<file path="src/hw/rtl/pdt_pkg.sv">
// Shared types, constants and the rotation term table of the proximity dwell trigger.
package pdt_pkg;

    localparam int PDT_TIME_BITS = 48;
    // Fraction bits of a rotation matrix entry (Q3.28).
    localparam int PDT_QFRAC2    = 28;

    typedef struct packed {
        logic signed [31:0]              vehicle_x;
        logic signed [31:0]              vehicle_y;
        logic signed [31:0]              vehicle_z;
        logic signed [15:0]              quat_w;
        logic signed [15:0]              quat_x;
        logic signed [15:0]              quat_y;
        logic signed [15:0]              quat_z;
        logic signed [31:0]              target_x;
        logic signed [31:0]              target_y;
        logic signed [31:0]              target_z;
        logic        [PDT_TIME_BITS-1:0] time_now;
    } t_in_item;

    typedef struct packed {
        logic        activate;
        logic        inside_res;
        logic [63:0] distance_sq;
    } t_out_item;

    typedef enum logic [2:0] {
        CFG_DISTANCE_LIMIT = 3'd0,
        CFG_MIN_DWELL      = 3'd1,
        CFG_OFFSET_X       = 3'd2,
        CFG_OFFSET_Y       = 3'd3,
        CFG_OFFSET_Z       = 3'd4
    } t_cfg_reg;

    typedef enum logic [4:0] {
        ST_IDLE  = 5'b00001,
        ST_ISSUE = 5'b00010,
        ST_WAIT  = 5'b00100,
        ST_ROW   = 5'b01000,
        ST_DONE  = 5'b10000
    } t_state;

    typedef enum logic [1:0] {
        PH_ROT = 2'd0,
        PH_SQ  = 2'd1,
        PH_LIM = 2'd2
    } t_phase;

    typedef enum logic [1:0] {
        Q_W = 2'd0,
        Q_X = 2'd1,
        Q_Y = 2'd2,
        Q_Z = 2'd3
    } t_qsel;

    typedef struct packed {
        t_qsel p;
        t_qsel q;
        logic  neg;
    } t_qterm;

    // One of the two quaternion products of matrix entry (row, col): +-2*p*q.
    function automatic t_qterm pdt_qterm(input logic [1:0] row, input logic [1:0] col,
                                         input logic sub);
        t_qterm t;
        t = '{p: Q_W, q: Q_W, neg: 1'b0};
        unique case ({row, col, sub})
            5'b00_00_0: t = '{p: Q_Y, q: Q_Y, neg: 1'b1};
            5'b00_00_1: t = '{p: Q_Z, q: Q_Z, neg: 1'b1};
            5'b00_01_0: t = '{p: Q_X, q: Q_Y, neg: 1'b0};
            5'b00_01_1: t = '{p: Q_W, q: Q_Z, neg: 1'b1};
            5'b00_10_0: t = '{p: Q_X, q: Q_Z, neg: 1'b0};
            5'b00_10_1: t = '{p: Q_W, q: Q_Y, neg: 1'b0};
            5'b01_00_0: t = '{p: Q_X, q: Q_Y, neg: 1'b0};
            5'b01_00_1: t = '{p: Q_W, q: Q_Z, neg: 1'b0};
            5'b01_01_0: t = '{p: Q_X, q: Q_X, neg: 1'b1};
            5'b01_01_1: t = '{p: Q_Z, q: Q_Z, neg: 1'b1};
            5'b01_10_0: t = '{p: Q_Y, q: Q_Z, neg: 1'b0};
            5'b01_10_1: t = '{p: Q_W, q: Q_X, neg: 1'b1};
            5'b10_00_0: t = '{p: Q_X, q: Q_Z, neg: 1'b0};
            5'b10_00_1: t = '{p: Q_W, q: Q_Y, neg: 1'b1};
            5'b10_01_0: t = '{p: Q_Y, q: Q_Z, neg: 1'b0};
            5'b10_01_1: t = '{p: Q_W, q: Q_X, neg: 1'b0};
            5'b10_10_0: t = '{p: Q_X, q: Q_X, neg: 1'b1};
            5'b10_10_1: t = '{p: Q_Y, q: Q_Y, neg: 1'b1};
            default:    t = '{p: Q_W, q: Q_W, neg: 1'b0};
        endcase
        return t;
    endfunction

endpackage

</file>
<file path="src/hw/rtl/pdt_ifs.sv">
// Handshake channel interfaces: input items, result items and register writes.
interface pdt_in_if;
    import pdt_pkg::*;
    logic     valid;
    logic     ready;
    t_in_item data;
    modport source (output valid, output data, input ready);
    modport sink   (input valid, input data, output ready);
endinterface

interface pdt_out_if;
    import pdt_pkg::*;
    logic      valid;
    logic      ready;
    t_out_item data;
    modport source (output valid, output data, input ready);
    modport sink   (input valid, input data, output ready);
endinterface

interface pdt_cfg_if;
    logic        valid;
    logic        ready;
    logic [2:0]  index;
    logic [47:0] data;
    modport source (output valid, output index, output data, input ready);
    modport sink   (input valid, input index, input data, output ready);
endinterface

</file>
<file path="src/hw/rtl/pdt_smul.sv">
// Bit-serial signed multiplier: one multiplier bit per cycle, top bit subtracted.
module pdt_smul (
    input  logic               i_clk,
    input  logic               i_rst_n,
    input  logic               i_start,
    input  logic signed [32:0] i_a,
    input  logic signed [31:0] i_b,
    input  logic        [4:0]  i_last,
    output logic               o_done,
    output logic signed [64:0] o_prod
);
    logic               r_busy, r_done;
    logic        [4:0]  r_cnt;
    logic signed [64:0] r_a;
    logic        [31:0] r_b;
    logic signed [64:0] r_p;
    logic signed [64:0] term;

    assign term = r_b[0] ? r_a : '0;

    // Control: run from start until the sign bit of the multiplier is consumed
    always_ff @(posedge i_clk) begin
        if (!i_rst_n) begin
            r_busy <= 1'b0;
            r_done <= 1'b0;
            r_cnt  <= '0;
        end else begin
            r_done <= 1'b0;
            if (i_start) begin
                r_busy <= 1'b1;
                r_cnt  <= '0;
            end else if (r_busy) begin
                r_cnt <= r_cnt + 5'd1;
                if (r_cnt == i_last) begin
                    r_busy <= 1'b0;
                    r_done <= 1'b1;
                end
            end
        end
    end

    // Datapath: shift multiplicand left, multiplier right, accumulate
    always_ff @(posedge i_clk) begin
        if (i_start) begin
            r_a <= 65'(i_a);
            r_b <= i_b;
            r_p <= '0;
        end else if (r_busy) begin
            r_a <= r_a <<< 1;
            r_b <= r_b >> 1;
            r_p <= (r_cnt == i_last) ? (r_p - term) : (r_p + term);
        end
    end

    assign o_done = r_done;
    assign o_prod = r_p;

    a_done_after_busy: assert property (@(posedge i_clk) disable iff (!i_rst_n)
        r_done |-> $past(r_busy)) else $error("multiplier done without run");
    a_no_start_busy: assert property (@(posedge i_clk) disable iff (!i_rst_n)
        r_busy |-> !i_start) else $error("multiplier restarted while busy");
    a_cnt_bound: assert property (@(posedge i_clk) disable iff (!i_rst_n)
        r_busy |-> (r_cnt <= i_last)) else $error("multiplier count overran");
endmodule

</file>
<file path="src/hw/rtl/proximity_dwell_trigger.sv">
// Top level: rotate offset, measure squared distance, time dwell and fire once.
//
//  channel  | modport | transfers
//  ---------+---------+------------------------------------------------
//  i_in     | sink    | one position/orientation/target/time item
//  o_out    | source  | activate, inside_res, distance_sq per item
//  i_cfg    | sink    | register index and data, always ready
//
// Each item needs 31 products that go one after another through one bit-serial
// multiplier (18 of 16 bits, 13 of 32 bits, each with an issue and a hand-off
// state), plus a row step for each of the three rows and an output step.
// i_in is ready only while idle; a finished result waits in the output register
// and a new item is taken meanwhile. Reset clears config registers and dwell state.
module proximity_dwell_trigger (
    input  logic        i_clk,
    input  logic        i_rst_n,
    pdt_in_if.sink      i_in,
    pdt_out_if.source   o_out,
    pdt_cfg_if.sink     i_cfg
);
    import pdt_pkg::*;

    t_state             r_state;
    t_phase             r_phase;
    logic        [1:0]  r_ri, r_ci, r_sub;
    t_in_item           r_item;
    logic        [30:0] r_lim;
    logic [PDT_TIME_BITS-1:0] r_dwell;
    logic signed [31:0] r_off [3];
    logic signed [31:0] r_d [3];
    logic signed [34:0] r_ent;
    logic signed [63:0] r_acc;
    logic        [63:0] r_dsq;
    logic               r_ev, r_fired, r_act, r_inside;
    logic [PDT_TIME_BITS-1:0] r_et;
    logic               r_ov;
    t_out_item          r_out;

    logic               mul_start, mul_done;
    logic signed [32:0] mul_a;
    logic signed [31:0] mul_b;
    logic        [4:0]  mul_last;
    logic signed [64:0] mul_prod;

    t_qterm             qt;
    logic signed [15:0] qp, qq;
    logic signed [32:0] twop;
    logic signed [30:0] ent_clamp;
    logic signed [63:0] row_sum;
    logic signed [63-PDT_QFRAC2:0] row_rnd;
    logic signed [31:0] vsel, tsel;
    logic signed [36:0] pnt;
    logic signed [37:0] dif;
    logic signed [31:0] dsat;
    logic [PDT_TIME_BITS-1:0] et_n;
    logic               near_hit;

    function automatic logic signed [15:0] qval(input t_qsel s, input t_in_item it);
        logic signed [15:0] v;
        unique case (s)
            Q_W:     v = it.quat_w;
            Q_X:     v = it.quat_x;
            Q_Y:     v = it.quat_y;
            default: v = it.quat_z;
        endcase
        return v;
    endfunction

    pdt_smul u_smul (
        .i_clk   (i_clk),
        .i_rst_n (i_rst_n),
        .i_start (mul_start),
        .i_a     (mul_a),
        .i_b     (mul_b),
        .i_last  (mul_last),
        .o_done  (mul_done),
        .o_prod  (mul_prod)
    );

    assign i_in.ready  = (r_state == ST_IDLE);
    assign i_cfg.ready = 1'b1;
    assign o_out.valid = r_ov;
    assign o_out.data  = r_out;
    assign mul_start   = (r_state == ST_ISSUE);

    // Pick multiplier operands for the current product
    always_comb begin
        qt   = pdt_qterm(r_ri, r_ci, r_sub[0]);
        qp   = qval(qt.p, r_item);
        qq   = qval(qt.q, r_item);
        twop = 33'(qp) <<< 1;
        if (r_ent > 35'sd536870912)       ent_clamp = 31'sd536870912;
        else if (r_ent < -35'sd536870912) ent_clamp = -31'sd536870912;
        else                              ent_clamp = r_ent[30:0];
        unique case (r_phase)
            PH_ROT: begin
                if (r_sub == 2'd2) begin
                    mul_a    = 33'(ent_clamp);
                    mul_b    = r_off[r_ci];
                    mul_last = 5'd31;
                end else begin
                    mul_a    = qt.neg ? -twop : twop;
                    mul_b    = 32'(qq);
                    mul_last = 5'd15;
                end
            end
            PH_SQ: begin
                mul_a    = 33'(r_d[r_ri]);
                mul_b    = r_d[r_ri];
                mul_last = 5'd31;
            end
            default: begin
                mul_a    = 33'({1'b0, r_lim});
                mul_b    = 32'({1'b0, r_lim});
                mul_last = 5'd31;
            end
        endcase
    end

    // Finish one row: round, add vehicle, subtract from target, saturate
    always_comb begin
        unique case (r_ri)
            2'd0:    begin vsel = r_item.vehicle_x; tsel = r_item.target_x; end
            2'd1:    begin vsel = r_item.vehicle_y; tsel = r_item.target_y; end
            default: begin vsel = r_item.vehicle_z; tsel = r_item.target_z; end
        endcase
        row_sum = r_acc + (64'sd1 <<< (PDT_QFRAC2 - 1));
        row_rnd = row_sum[63:PDT_QFRAC2];
        pnt     = 37'(vsel) + 37'(row_rnd);
        dif     = 38'(tsel) - 38'(pnt);
        if (dif > 38'sd2147483647)       dsat = 32'sh7FFFFFFF;
        else if (dif < -38'sd2147483648) dsat = 32'sh80000000;
        else                             dsat = dif[31:0];
    end

    // Dwell decision from the limit product
    always_comb begin
        near_hit = r_dsq < mul_prod[63:0];
        et_n     = (!r_ev || (r_item.time_now < r_et)) ? r_item.time_now : r_et;
    end

    // Write configuration registers
    always_ff @(posedge i_clk) begin
        if (!i_rst_n) begin
            r_lim   <= '0;
            r_dwell <= '0;
            r_off   <= '{default: '0};
        end else if (i_cfg.valid) begin
            unique case (i_cfg.index)
                CFG_DISTANCE_LIMIT: r_lim    <= i_cfg.data[30:0];
                CFG_MIN_DWELL:      r_dwell  <= i_cfg.data[PDT_TIME_BITS-1:0];
                CFG_OFFSET_X:       r_off[0] <= i_cfg.data[31:0];
                CFG_OFFSET_Y:       r_off[1] <= i_cfg.data[31:0];
                CFG_OFFSET_Z:       r_off[2] <= i_cfg.data[31:0];
                default: ;
            endcase
        end
    end

    // Sequence the products and hold dwell state
    always_ff @(posedge i_clk) begin
        if (!i_rst_n) begin
            r_state <= ST_IDLE;
            r_phase <= PH_ROT;
            r_ri    <= '0;
            r_ci    <= '0;
            r_sub   <= '0;
            r_ev    <= 1'b0;
            r_et    <= '0;
            r_fired <= 1'b0;
            r_ov    <= 1'b0;
        end else begin
            // Drop the result once taken, unless a new one is loaded below
            if (r_ov && o_out.ready && (r_state != ST_DONE)) r_ov <= 1'b0;
            unique case (r_state)
                ST_IDLE: begin
                    if (i_in.valid) begin
                        r_item  <= i_in.data;
                        r_phase <= PH_ROT;
                        r_ri    <= '0;
                        r_ci    <= '0;
                        r_sub   <= '0;
                        r_acc   <= '0;
                        r_dsq   <= '0;
                        r_state <= ST_ISSUE;
                    end
                end
                ST_ISSUE: begin
                    if (r_phase == PH_ROT && r_sub == 2'd0)
                        r_ent <= (r_ri == r_ci) ? (35'sd1 <<< PDT_QFRAC2) : '0;
                    r_state <= ST_WAIT;
                end
                ST_WAIT: begin
                    if (mul_done) begin
                        unique case (r_phase)
                            PH_ROT: begin
                                r_state <= ST_ISSUE;
                                if (r_sub != 2'd2) begin
                                    r_ent <= r_ent + mul_prod[34:0];
                                    r_sub <= r_sub + 2'd1;
                                end else begin
                                    r_acc <= r_acc + mul_prod[63:0];
                                    r_sub <= '0;
                                    if (r_ci == 2'd2) begin
                                        r_ci    <= '0;
                                        r_state <= ST_ROW;
                                    end else begin
                                        r_ci <= r_ci + 2'd1;
                                    end
                                end
                            end
                            PH_SQ: begin
                                r_dsq   <= r_dsq + mul_prod[63:0];
                                r_state <= ST_ISSUE;
                                if (r_ri == 2'd2) begin
                                    r_ri    <= '0;
                                    r_phase <= PH_LIM;
                                end else begin
                                    r_ri <= r_ri + 2'd1;
                                end
                            end
                            default: begin
                                r_inside <= near_hit;
                                r_act    <= 1'b0;
                                if (near_hit) begin
                                    if (!r_fired) begin
                                        r_ev <= 1'b1;
                                        r_et <= et_n;
                                        if ((r_item.time_now - et_n) >= r_dwell) begin
                                            r_fired <= 1'b1;
                                            r_act   <= 1'b1;
                                        end
                                    end
                                end else begin
                                    r_ev    <= 1'b0;
                                    r_et    <= '0;
                                    r_fired <= 1'b0;
                                end
                                r_state <= ST_DONE;
                            end
                        endcase
                    end
                end
                ST_ROW: begin
                    r_d[r_ri] <= dsat;
                    r_acc     <= '0;
                    r_state   <= ST_ISSUE;
                    if (r_ri == 2'd2) begin
                        r_ri    <= '0;
                        r_phase <= PH_SQ;
                    end else begin
                        r_ri <= r_ri + 2'd1;
                    end
                end
                default: begin
                    // Hand the result over once the output register is free
                    if (!r_ov || o_out.ready) begin
                        r_out   <= '{activate: r_act, inside_res: r_inside,
                                     distance_sq: r_dsq};
                        r_ov    <= 1'b1;
                        r_state <= ST_IDLE;
                    end
                end
            endcase
        end
    end

    a_fired_entry: assert property (@(posedge i_clk) disable iff (!i_rst_n)
        r_fired |-> r_ev) else $error("fired without entry record");
    a_entry_clear: assert property (@(posedge i_clk) disable iff (!i_rst_n)
        !r_ev |-> (r_et == '0)) else $error("entry time kept after leaving");
    a_done_in_wait: assert property (@(posedge i_clk) disable iff (!i_rst_n)
        mul_done |-> (r_state == ST_WAIT)) else $error("product arrived outside wait");
    a_accept_issue: assert property (@(posedge i_clk) disable iff (!i_rst_n)
        (i_in.valid && i_in.ready) |=> (r_state == ST_ISSUE))
        else $error("accepted item not started");
    a_act_inside: assert property (@(posedge i_clk) disable iff (!i_rst_n)
        (r_ov && r_out.activate) |-> r_out.inside_res)
        else $error("activate outside threshold");
endmodule
</file>
<file path="src/flat_wrapper.sv">
// flat-port wrapper written by rule: the top's interface ports become plain ports
module proximity_dwell_trigger_flat import pdt_pkg::*;
  (i_clk, i_rst_n, i_in_valid, i_in_data, i_in_ready, o_out_valid, o_out_data, o_out_ready, i_cfg_valid, i_cfg_index, i_cfg_data, i_cfg_ready);
  pdt_in_if i_in_i ();
  pdt_out_if o_out_i ();
  pdt_cfg_if i_cfg_i ();
  input  logic i_clk;
  input  logic i_rst_n;
  input wire logic [$bits(i_in_i.valid)-1:0] i_in_valid;
  input wire logic [$bits(i_in_i.data)-1:0] i_in_data;
  output wire logic [$bits(i_in_i.ready)-1:0] i_in_ready;
  output wire logic [$bits(o_out_i.valid)-1:0] o_out_valid;
  output wire logic [$bits(o_out_i.data)-1:0] o_out_data;
  input wire logic [$bits(o_out_i.ready)-1:0] o_out_ready;
  input wire logic [$bits(i_cfg_i.valid)-1:0] i_cfg_valid;
  input wire logic [$bits(i_cfg_i.index)-1:0] i_cfg_index;
  input wire logic [$bits(i_cfg_i.data)-1:0] i_cfg_data;
  output wire logic [$bits(i_cfg_i.ready)-1:0] i_cfg_ready;
  assign i_in_i.valid = i_in_valid;
  assign i_in_i.data = i_in_data;
  assign i_in_ready = i_in_i.ready;
  assign o_out_valid = o_out_i.valid;
  assign o_out_data = o_out_i.data;
  assign o_out_i.ready = o_out_ready;
  assign i_cfg_i.valid = i_cfg_valid;
  assign i_cfg_i.index = i_cfg_index;
  assign i_cfg_i.data = i_cfg_data;
  assign i_cfg_ready = i_cfg_i.ready;
  proximity_dwell_trigger u_core (.i_clk(i_clk), .i_rst_n(i_rst_n), .i_in(i_in_i), .o_out(o_out_i), .i_cfg(i_cfg_i));
endmodule
</file>
<file path="config.mk">
export PLATFORM = sky130hd
export DESIGN_NAME = proximity_dwell_trigger_flat
export DESIGN_NICKNAME = d
export VERILOG_FILES = /design/src/hw/rtl/pdt_pkg.sv /design/src/hw/rtl/pdt_ifs.sv /design/src/hw/rtl/pdt_smul.sv /design/src/hw/rtl/proximity_dwell_trigger.sv /design/src/flat_wrapper.sv
export SDC_FILE = /design/constraint.sdc
export NUM_CORES = 2
export LEC_CHECK = 0
export BUFFER_PORTS_ARGS = -buffer_cell sky130_fd_sc_hd__buf_2
export CORE_MARGIN = 2
export CORE_UTILIZATION = 60
export DETAILED_ROUTE_END_ITERATION = 10
export PLACE_DENSITY = 0.79
export SLEW_MARGIN = 10
export SYNTH_ARGS = -nofsm -noshare
export SYNTH_HDL_FRONTEND = slang
export SYNTH_SLANG_ARGS = --single-unit
</file>
<file path="constraint.sdc">
create_clock -name i_clk -period 21.6 [get_ports i_clk]
set_input_delay 2.16 -clock i_clk [delete_from_list [all_inputs] [get_ports i_clk]]
set_output_delay 2.16 -clock i_clk [all_outputs]
set_load 0.03 [all_outputs]
</file>
* Word-level counts from Yosys, hierarchy flattened *
Memories as Yosys holds them, arrays and structs flattened. A register that Yosys moved wholly into a read port is not among the register bits.
Index checks and enable logic that the tools add are counted.

cells by class
  mux-type cells = 84
  $lt $le $gt $ge = 8
  add/subtract/negate cells = 14
  bitwise operators = 6
  eq/ne operators = 31
  reduce and logical (&&, ||, !) cells = 41

operators with widths
  cell                    count
  $mux 64                 6
  $mux 65                 4
  $mux 32                 7
  $pmux 32 s2             3
  $pmux 64 s3             1
  $mux 48                 3
  $mux 35                 4
  $add 64x64->64          2
  $pmux 64 s2             1
  $pmux 16 s3             2
  $pmux 35 s2             1
  $mux 33                 2
  $pmux 33 s2             1
  $add 65x65->65          1
  $sub 65x65->65          1
  $add 64x29->64 const B  1
  $bmux 32 s2             1
  $lt 64x64->1            1
  $mux 31                 2
  $ge 48x48->1            1
  $lt 48x48->1            1
  $sub 48x48->48          1
  $gt 38x32->1 const B    1
  $lt 38x32->1 const B    1
  50 further kinds        135

storage, ports and cells
  memory bits (writable) = 96
  input bits = 360
  memory bits (read-only) = 160
  register bits after elaboration = 943
  output and inout bits = 69
  memories = 2
  logic and storage cells = 225

memories
  name             words  width  read ports  clocked after Yosys merged registers in  write ports  line                           source
  (no name shown)  32     5      1           0                                        0            pdt_pkg.sv:68                  unique case ({row, col, sub})
  u_core.r_d       3      32     1           1                                        1            proximity_dwell_trigger.sv:30  logic signed [31:0] r_d [3];

* Depth between registers and ports, before layout *
  word-level depth = 8
  mapped depth = 40
  depth with buffers taken out = 38

* Cells and area by module *
A second synthesis with hierarchy kept.

second synthesis, totals
  cells, all modules = 6831
  area, all modules = 65084.9 um2

modules (own cells, without submodules)
  module                   instances  seq. area each (um2)  cells an instance  area each (um2)
  proximity_dwell_trigger  1          23772.8               5445               52984.6
  pdt_smul                 1          4354.2                1386               12100.4

* Worst setup path after synthesis *
Ideal clock, no wire load.

  kind = input to register
  from = input port i_rst_n
  to = register u_core.r_item[0] (netlist bit), enable pin
  cell stages on the path = 3
  data required time = 20.892 ns
  path slack = 11.213 ns
  buffers on the path = 2
  library setup time = 0.708 ns
  data arrival time = 9.680 ns
  path through = clkbuf_1 clkbuf_1 and3_1

on the way
  word-level cells in the longest chain between the ends = 1

RTL lines
  element                     line                            source
  start: declaration          flat_wrapper.sv:8               input logic i_rst_n;
  $reduce_and 3->1 (no line)  n/a
  end signal: assignment      proximity_dwell_trigger.sv:178  r_item <= i_in.data;
  end: declaration            proximity_dwell_trigger.sv:26   t_in_item r_item;

No other way between the ends.
A chain may end at the register's enable or synchronous reset.

* Worst setup path in the final report *
  from = register u_core.r_item[45] (netlist bit)
  to = register u_core.r_fired

on the way
  word-level cells in the longest chain between the ends = 8

RTL lines
  element                 line                            source
  $lt 48x48->1            proximity_dwell_trigger.sv:139  et_n = (!r_ev || (r_item.time_now < r_et)) ? r_item.time_now : r_et;
  $logic_or 1x1->1        proximity_dwell_trigger.sv:139
  $mux 48                 proximity_dwell_trigger.sv:139
  $sub 48x48->48 (*)      proximity_dwell_trigger.sv:229  if ((r_item.time_now - et_n) >= r_dwell) begin
  $ge 48x48->1 (*)        proximity_dwell_trigger.sv:229
  $mux 1 (*)              proximity_dwell_trigger.sv:229
  $mux 1 (*)              proximity_dwell_trigger.sv:226  if (!r_fired) begin
  $mux 1 (*)              proximity_dwell_trigger.sv:225  if (near_hit) begin
  end signal: assignment  proximity_dwell_trigger.sv:170  r_fired <= 1'b0;
  end signal: assignment  proximity_dwell_trigger.sv:230  r_fired <= 1'b1;
  end signal: assignment  proximity_dwell_trigger.sv:237  r_fired <= 1'b0;
  end: declaration        proximity_dwell_trigger.sv:34   logic r_ev, r_fired, r_act, r_inside;

Mark *: on every way between the ends. The rest lies on a longest branch, timed or not.

==> flow_metrics.py <==
metrics = {
    "outcome": {
        "status": "complete, no violations",
    },
    "clock_network": {
        "clk_latency_ps": 730,
        "cts_resized": 0,
        "cts_made_buffers": 108,
        "clock-sinks": 1039,
        "ctsLongestPathBuffers": 3,
        "clk_pin_slew_worst_paths_ps": 60,
        "cts_tree": "built",
        "ctsHtreeMaxLevel": 3,
        "clockRootBuffer": "clkbuf_16",
        "post_cts_buffers": 0,
        "cts_hold_buf": 0,
    },
    "power": {
        "p_clk_frac": 0.224,
        "vdd_drop_max_v": 0.000128,
        "pwr-share-seq": 0.335,
        "p_sw_w": 0.00351,
        "swShare": 0.407,
        "combPwrFrac": 0.441,
        "power.density_nw_per_um2": 121,
        "leakage_nw": 28.0,
        "cell_internal_pwr_w": 0.00511,
    },
    "final_layout": {
        "multi_input_area_um2": 33800,
        "drive_gt1_frac": 0.108,
        "layout_commonest_cell": "nand2_1",
        "mostFrequentLayoutCells": "819 x nand2_1, 727 x edfxtp_1, 553 x nor2_1",
        "area_delta_synth_final_pct": 11.0,
        "regArea_um2": 28100,
        "fillers": 8538,
        "nNetsFinal": 7878,
    },
    "worst_setup_path": {
        "critPathCaptureType": "register",
        "worst_setup_path_start_kind": "register",
        "worst_path_max_delay_cell": "buf_4",
        "crit_type": "register to register",
        "critPathMaxStageDelay_ps": 780,
        "crit_path_max_fanout": 48,
        "cp.arrival_ps": 8810,
        "path_common_cell": "a21o_1",
        "crit_required_ps": 22200,
    },
    "sta": {
        "min_period_ps": 8210,
        "maxSlewViolCount": 0,
        "hold_violations": 0,
        "finClkSkew_ps": 32.4,
        "finalCritPeriodShare": 0.380,
        "setup_tns_ps": 0,
        "holdWs_ps": 462,
        "setup_ws_ps": 13390,
        "fmax_mhz": 122,
        "slew-limit-headroom": 0.127,
        "rsz0062_at_grt": "false",
        "worstMarginPinSlew_ps": 1300,
        "setup_viol": 0,
    },
    "global_route": {
        "grt.overflow.total": 0,
        "grt_max_degree": 190,
        "antenna_found_initial": 14,
        "grt_usage": 0.320,
        "grt_pass1_wl_mm": 279,
        "grt_pass1_vias": 50000,
    },
    "worst_hold_path": {
        "min_path_type": "register to register",
    },
    "floorplan": {
        "fp.dieH_um": 331,
        "dieArea_um2": 110000,
        "die_w_um": 331,
        "io_pins": 429,
        "initial_utilization": 0.602,
        "core_um2": 107000,
        "rows": 120,
    },
    "synthesis": {
        "synth_nets": 7587,
        "ys.flop_type": "edfxtp_1",
        "synthDistinctLibCells": 88,
        "avgSynthCellArea_um2": 9.59,
        "synth_area_um2": 64300,
        "synth_seq_cells": 1039,
        "synth.area.top_cells": "edfxtp_1 34%, dfxtp_1 9.7%, ha_1 9.3%",
        "seq_area_frac_synth": 0.437,
        "synth_top_area_frac": 0.339,
        "syn_inst": 6709,
        "yosys_warnings": 0,
        "async_flop_share": 0,
        "synth_edf_count": 727,
        "synth_area_leader_cell": "edfxtp_1",
    },
    "routing": {
        "ant_nets": 0,
        "drt_iter0_drc": 5065,
        "drc_errors": 0,
        "via_per_inst": 6.16,
        "drtPass1Iterations": 6,
        "vias": 52400,
        "drt_wl_total_mm": 181,
        "wl_per_cell_um": 21.3,
    },
    "job": {
        "drv_cap": 0,
    },
    "placement": {
        "gp_congestion": 0.988,
        "dp_hpwl_mm": 134,
        "post-place-ws_ps": 13500,
        "io_buffers": 427,
    },
}
[per-stage QoR]
stage	utilization	std cells	total power [W]	cell area (µm²)
finish	0.668	8501	0.00862	71400
global route	0.668	8501	0.00911	71400
CTS	0.668	8495	0.00858	71300
detailed placement	0.634	8293	0.00664	67700
global placement	0.634	8293	0.00657	67700
floorplan	-	6709	0.00561	64300
[worst paths after layout]
kind / cells past startpoint / slack (ps) / endpoint / start
max: 33 / 13390 / u_core.r_fired$_SDFFE_PN0P_ / u_core.r_item[45]$_DFFE_PP_
min: 0 / 460 / u_core.o_out.data[64]$_DFFE_PP_ / u_core.r_inside$_DFFE_PP_
max reg2reg: 33 / 13390 / u_core.r_fired$_SDFFE_PN0P_ / u_core.r_item[45]$_DFFE_PP_
min reg2reg: 0 / 460 / u_core.o_out.data[64]$_DFFE_PP_ / u_core.r_inside$_DFFE_PP_
[layout make-up]
cell class,instances,share of cell area
Timing Repair Buffer,490,0.0370
Multi-Input combinational cell,4990,0.474
Tap cell,1403,0.0246
Clock inverter,61,0.00917
Antenna cell,6,0.000210
Sequential cell,1039,0.394
Clock buffer,141,0.0422
Inverter,371,0.0196
[worst max-delay path: cells and delay by family, from the launching register on]
kind                     cells  cell delay, ps
AO/OA/AOI/OAI               19            4180
AND/OR/NAND/NOR              8            1230
adder cells (fa/ha/maj)      3            1070
buffers and inverters        1             780
flip-flops                   1             470
multiplexers                 1             200
XOR/XNOR                     1             150
[registers in the layout, summed over array words and instances, names as in the netlist, 2 cells and up, named ones only]
signal                flops
u_core.r_item           304
u_core.r_d               96
u_core.r_off             96
u_core.o_out.data        66
u_core.r_acc             64
u_core.r_dsq             64
u_core.u_smul.o_prod     64
u_core.u_smul.r_a        64
u_core.r_dwell           48
u_core.r_et              48
u_core.r_ent             35
u_core.u_smul.r_b        32
u_core.r_lim             31
u_core.r_state            5
u_core.u_smul.r_cnt       5
u_core.r_ci               2
u_core.r_phase            2
u_core.r_ri               2
u_core.r_sub              2
[cell families after synthesis]
kind of cell	Yosys count	synth area share
and+or+nand+nor	1963	0.135
xor gates and xnor gates	354	0.0482
AOI/OAI and AO/OA	1860	0.188
buffers and inverters	680	0.0401
adders and majority gates	518	0.106
other	1	0.0000583
muxes	294	0.0465
DFF	1039	0.437
[power groups by stage]
stage / clock network, W / registers, W / logic (W)
6_report: 0.00193 / 0.00289 / 0.00380
5_1_grt: 0.00202 / 0.00291 / 0.00418
4_1_cts: 0.00195 / 0.00288 / 0.00375
3_5_place_dp: 0 / 0.00292 / 0.00372
3_3_place_gp: 0 / 0.00291 / 0.00367
2_1_floorplan: 0 / 0.00287 / 0.00273
[cells in the mapped netlist, types with 107 or more instances]
| cell | instances |
|---|---|
| a21boi_0 | 190 |
| a21o_1 | 241 |
| a21oi_1 | 516 |
| clkbuf_1 | 275 |
| dfxtp_1 | 312 |
| edfxtp_1 | 727 |
| ha_1 | 477 |
| inv_1 | 370 |
| mux2i_1 | 255 |
| nand2_1 | 819 |
| nand3_1 | 107 |
| nor2_1 | 558 |
| o21ai_0 | 326 |
| xnor2_1 | 220 |
| xor2_1 | 134 |
[metal layers]
metal  track usage  wire, µm  part of all wire
met5             0        55           0.00030
met4         0.140      8200             0.045
met1         0.427     75100              0.42
met3        0.0524     13600             0.075
met2         0.515     83800              0.46
Power figures use the tool's default switching activity.
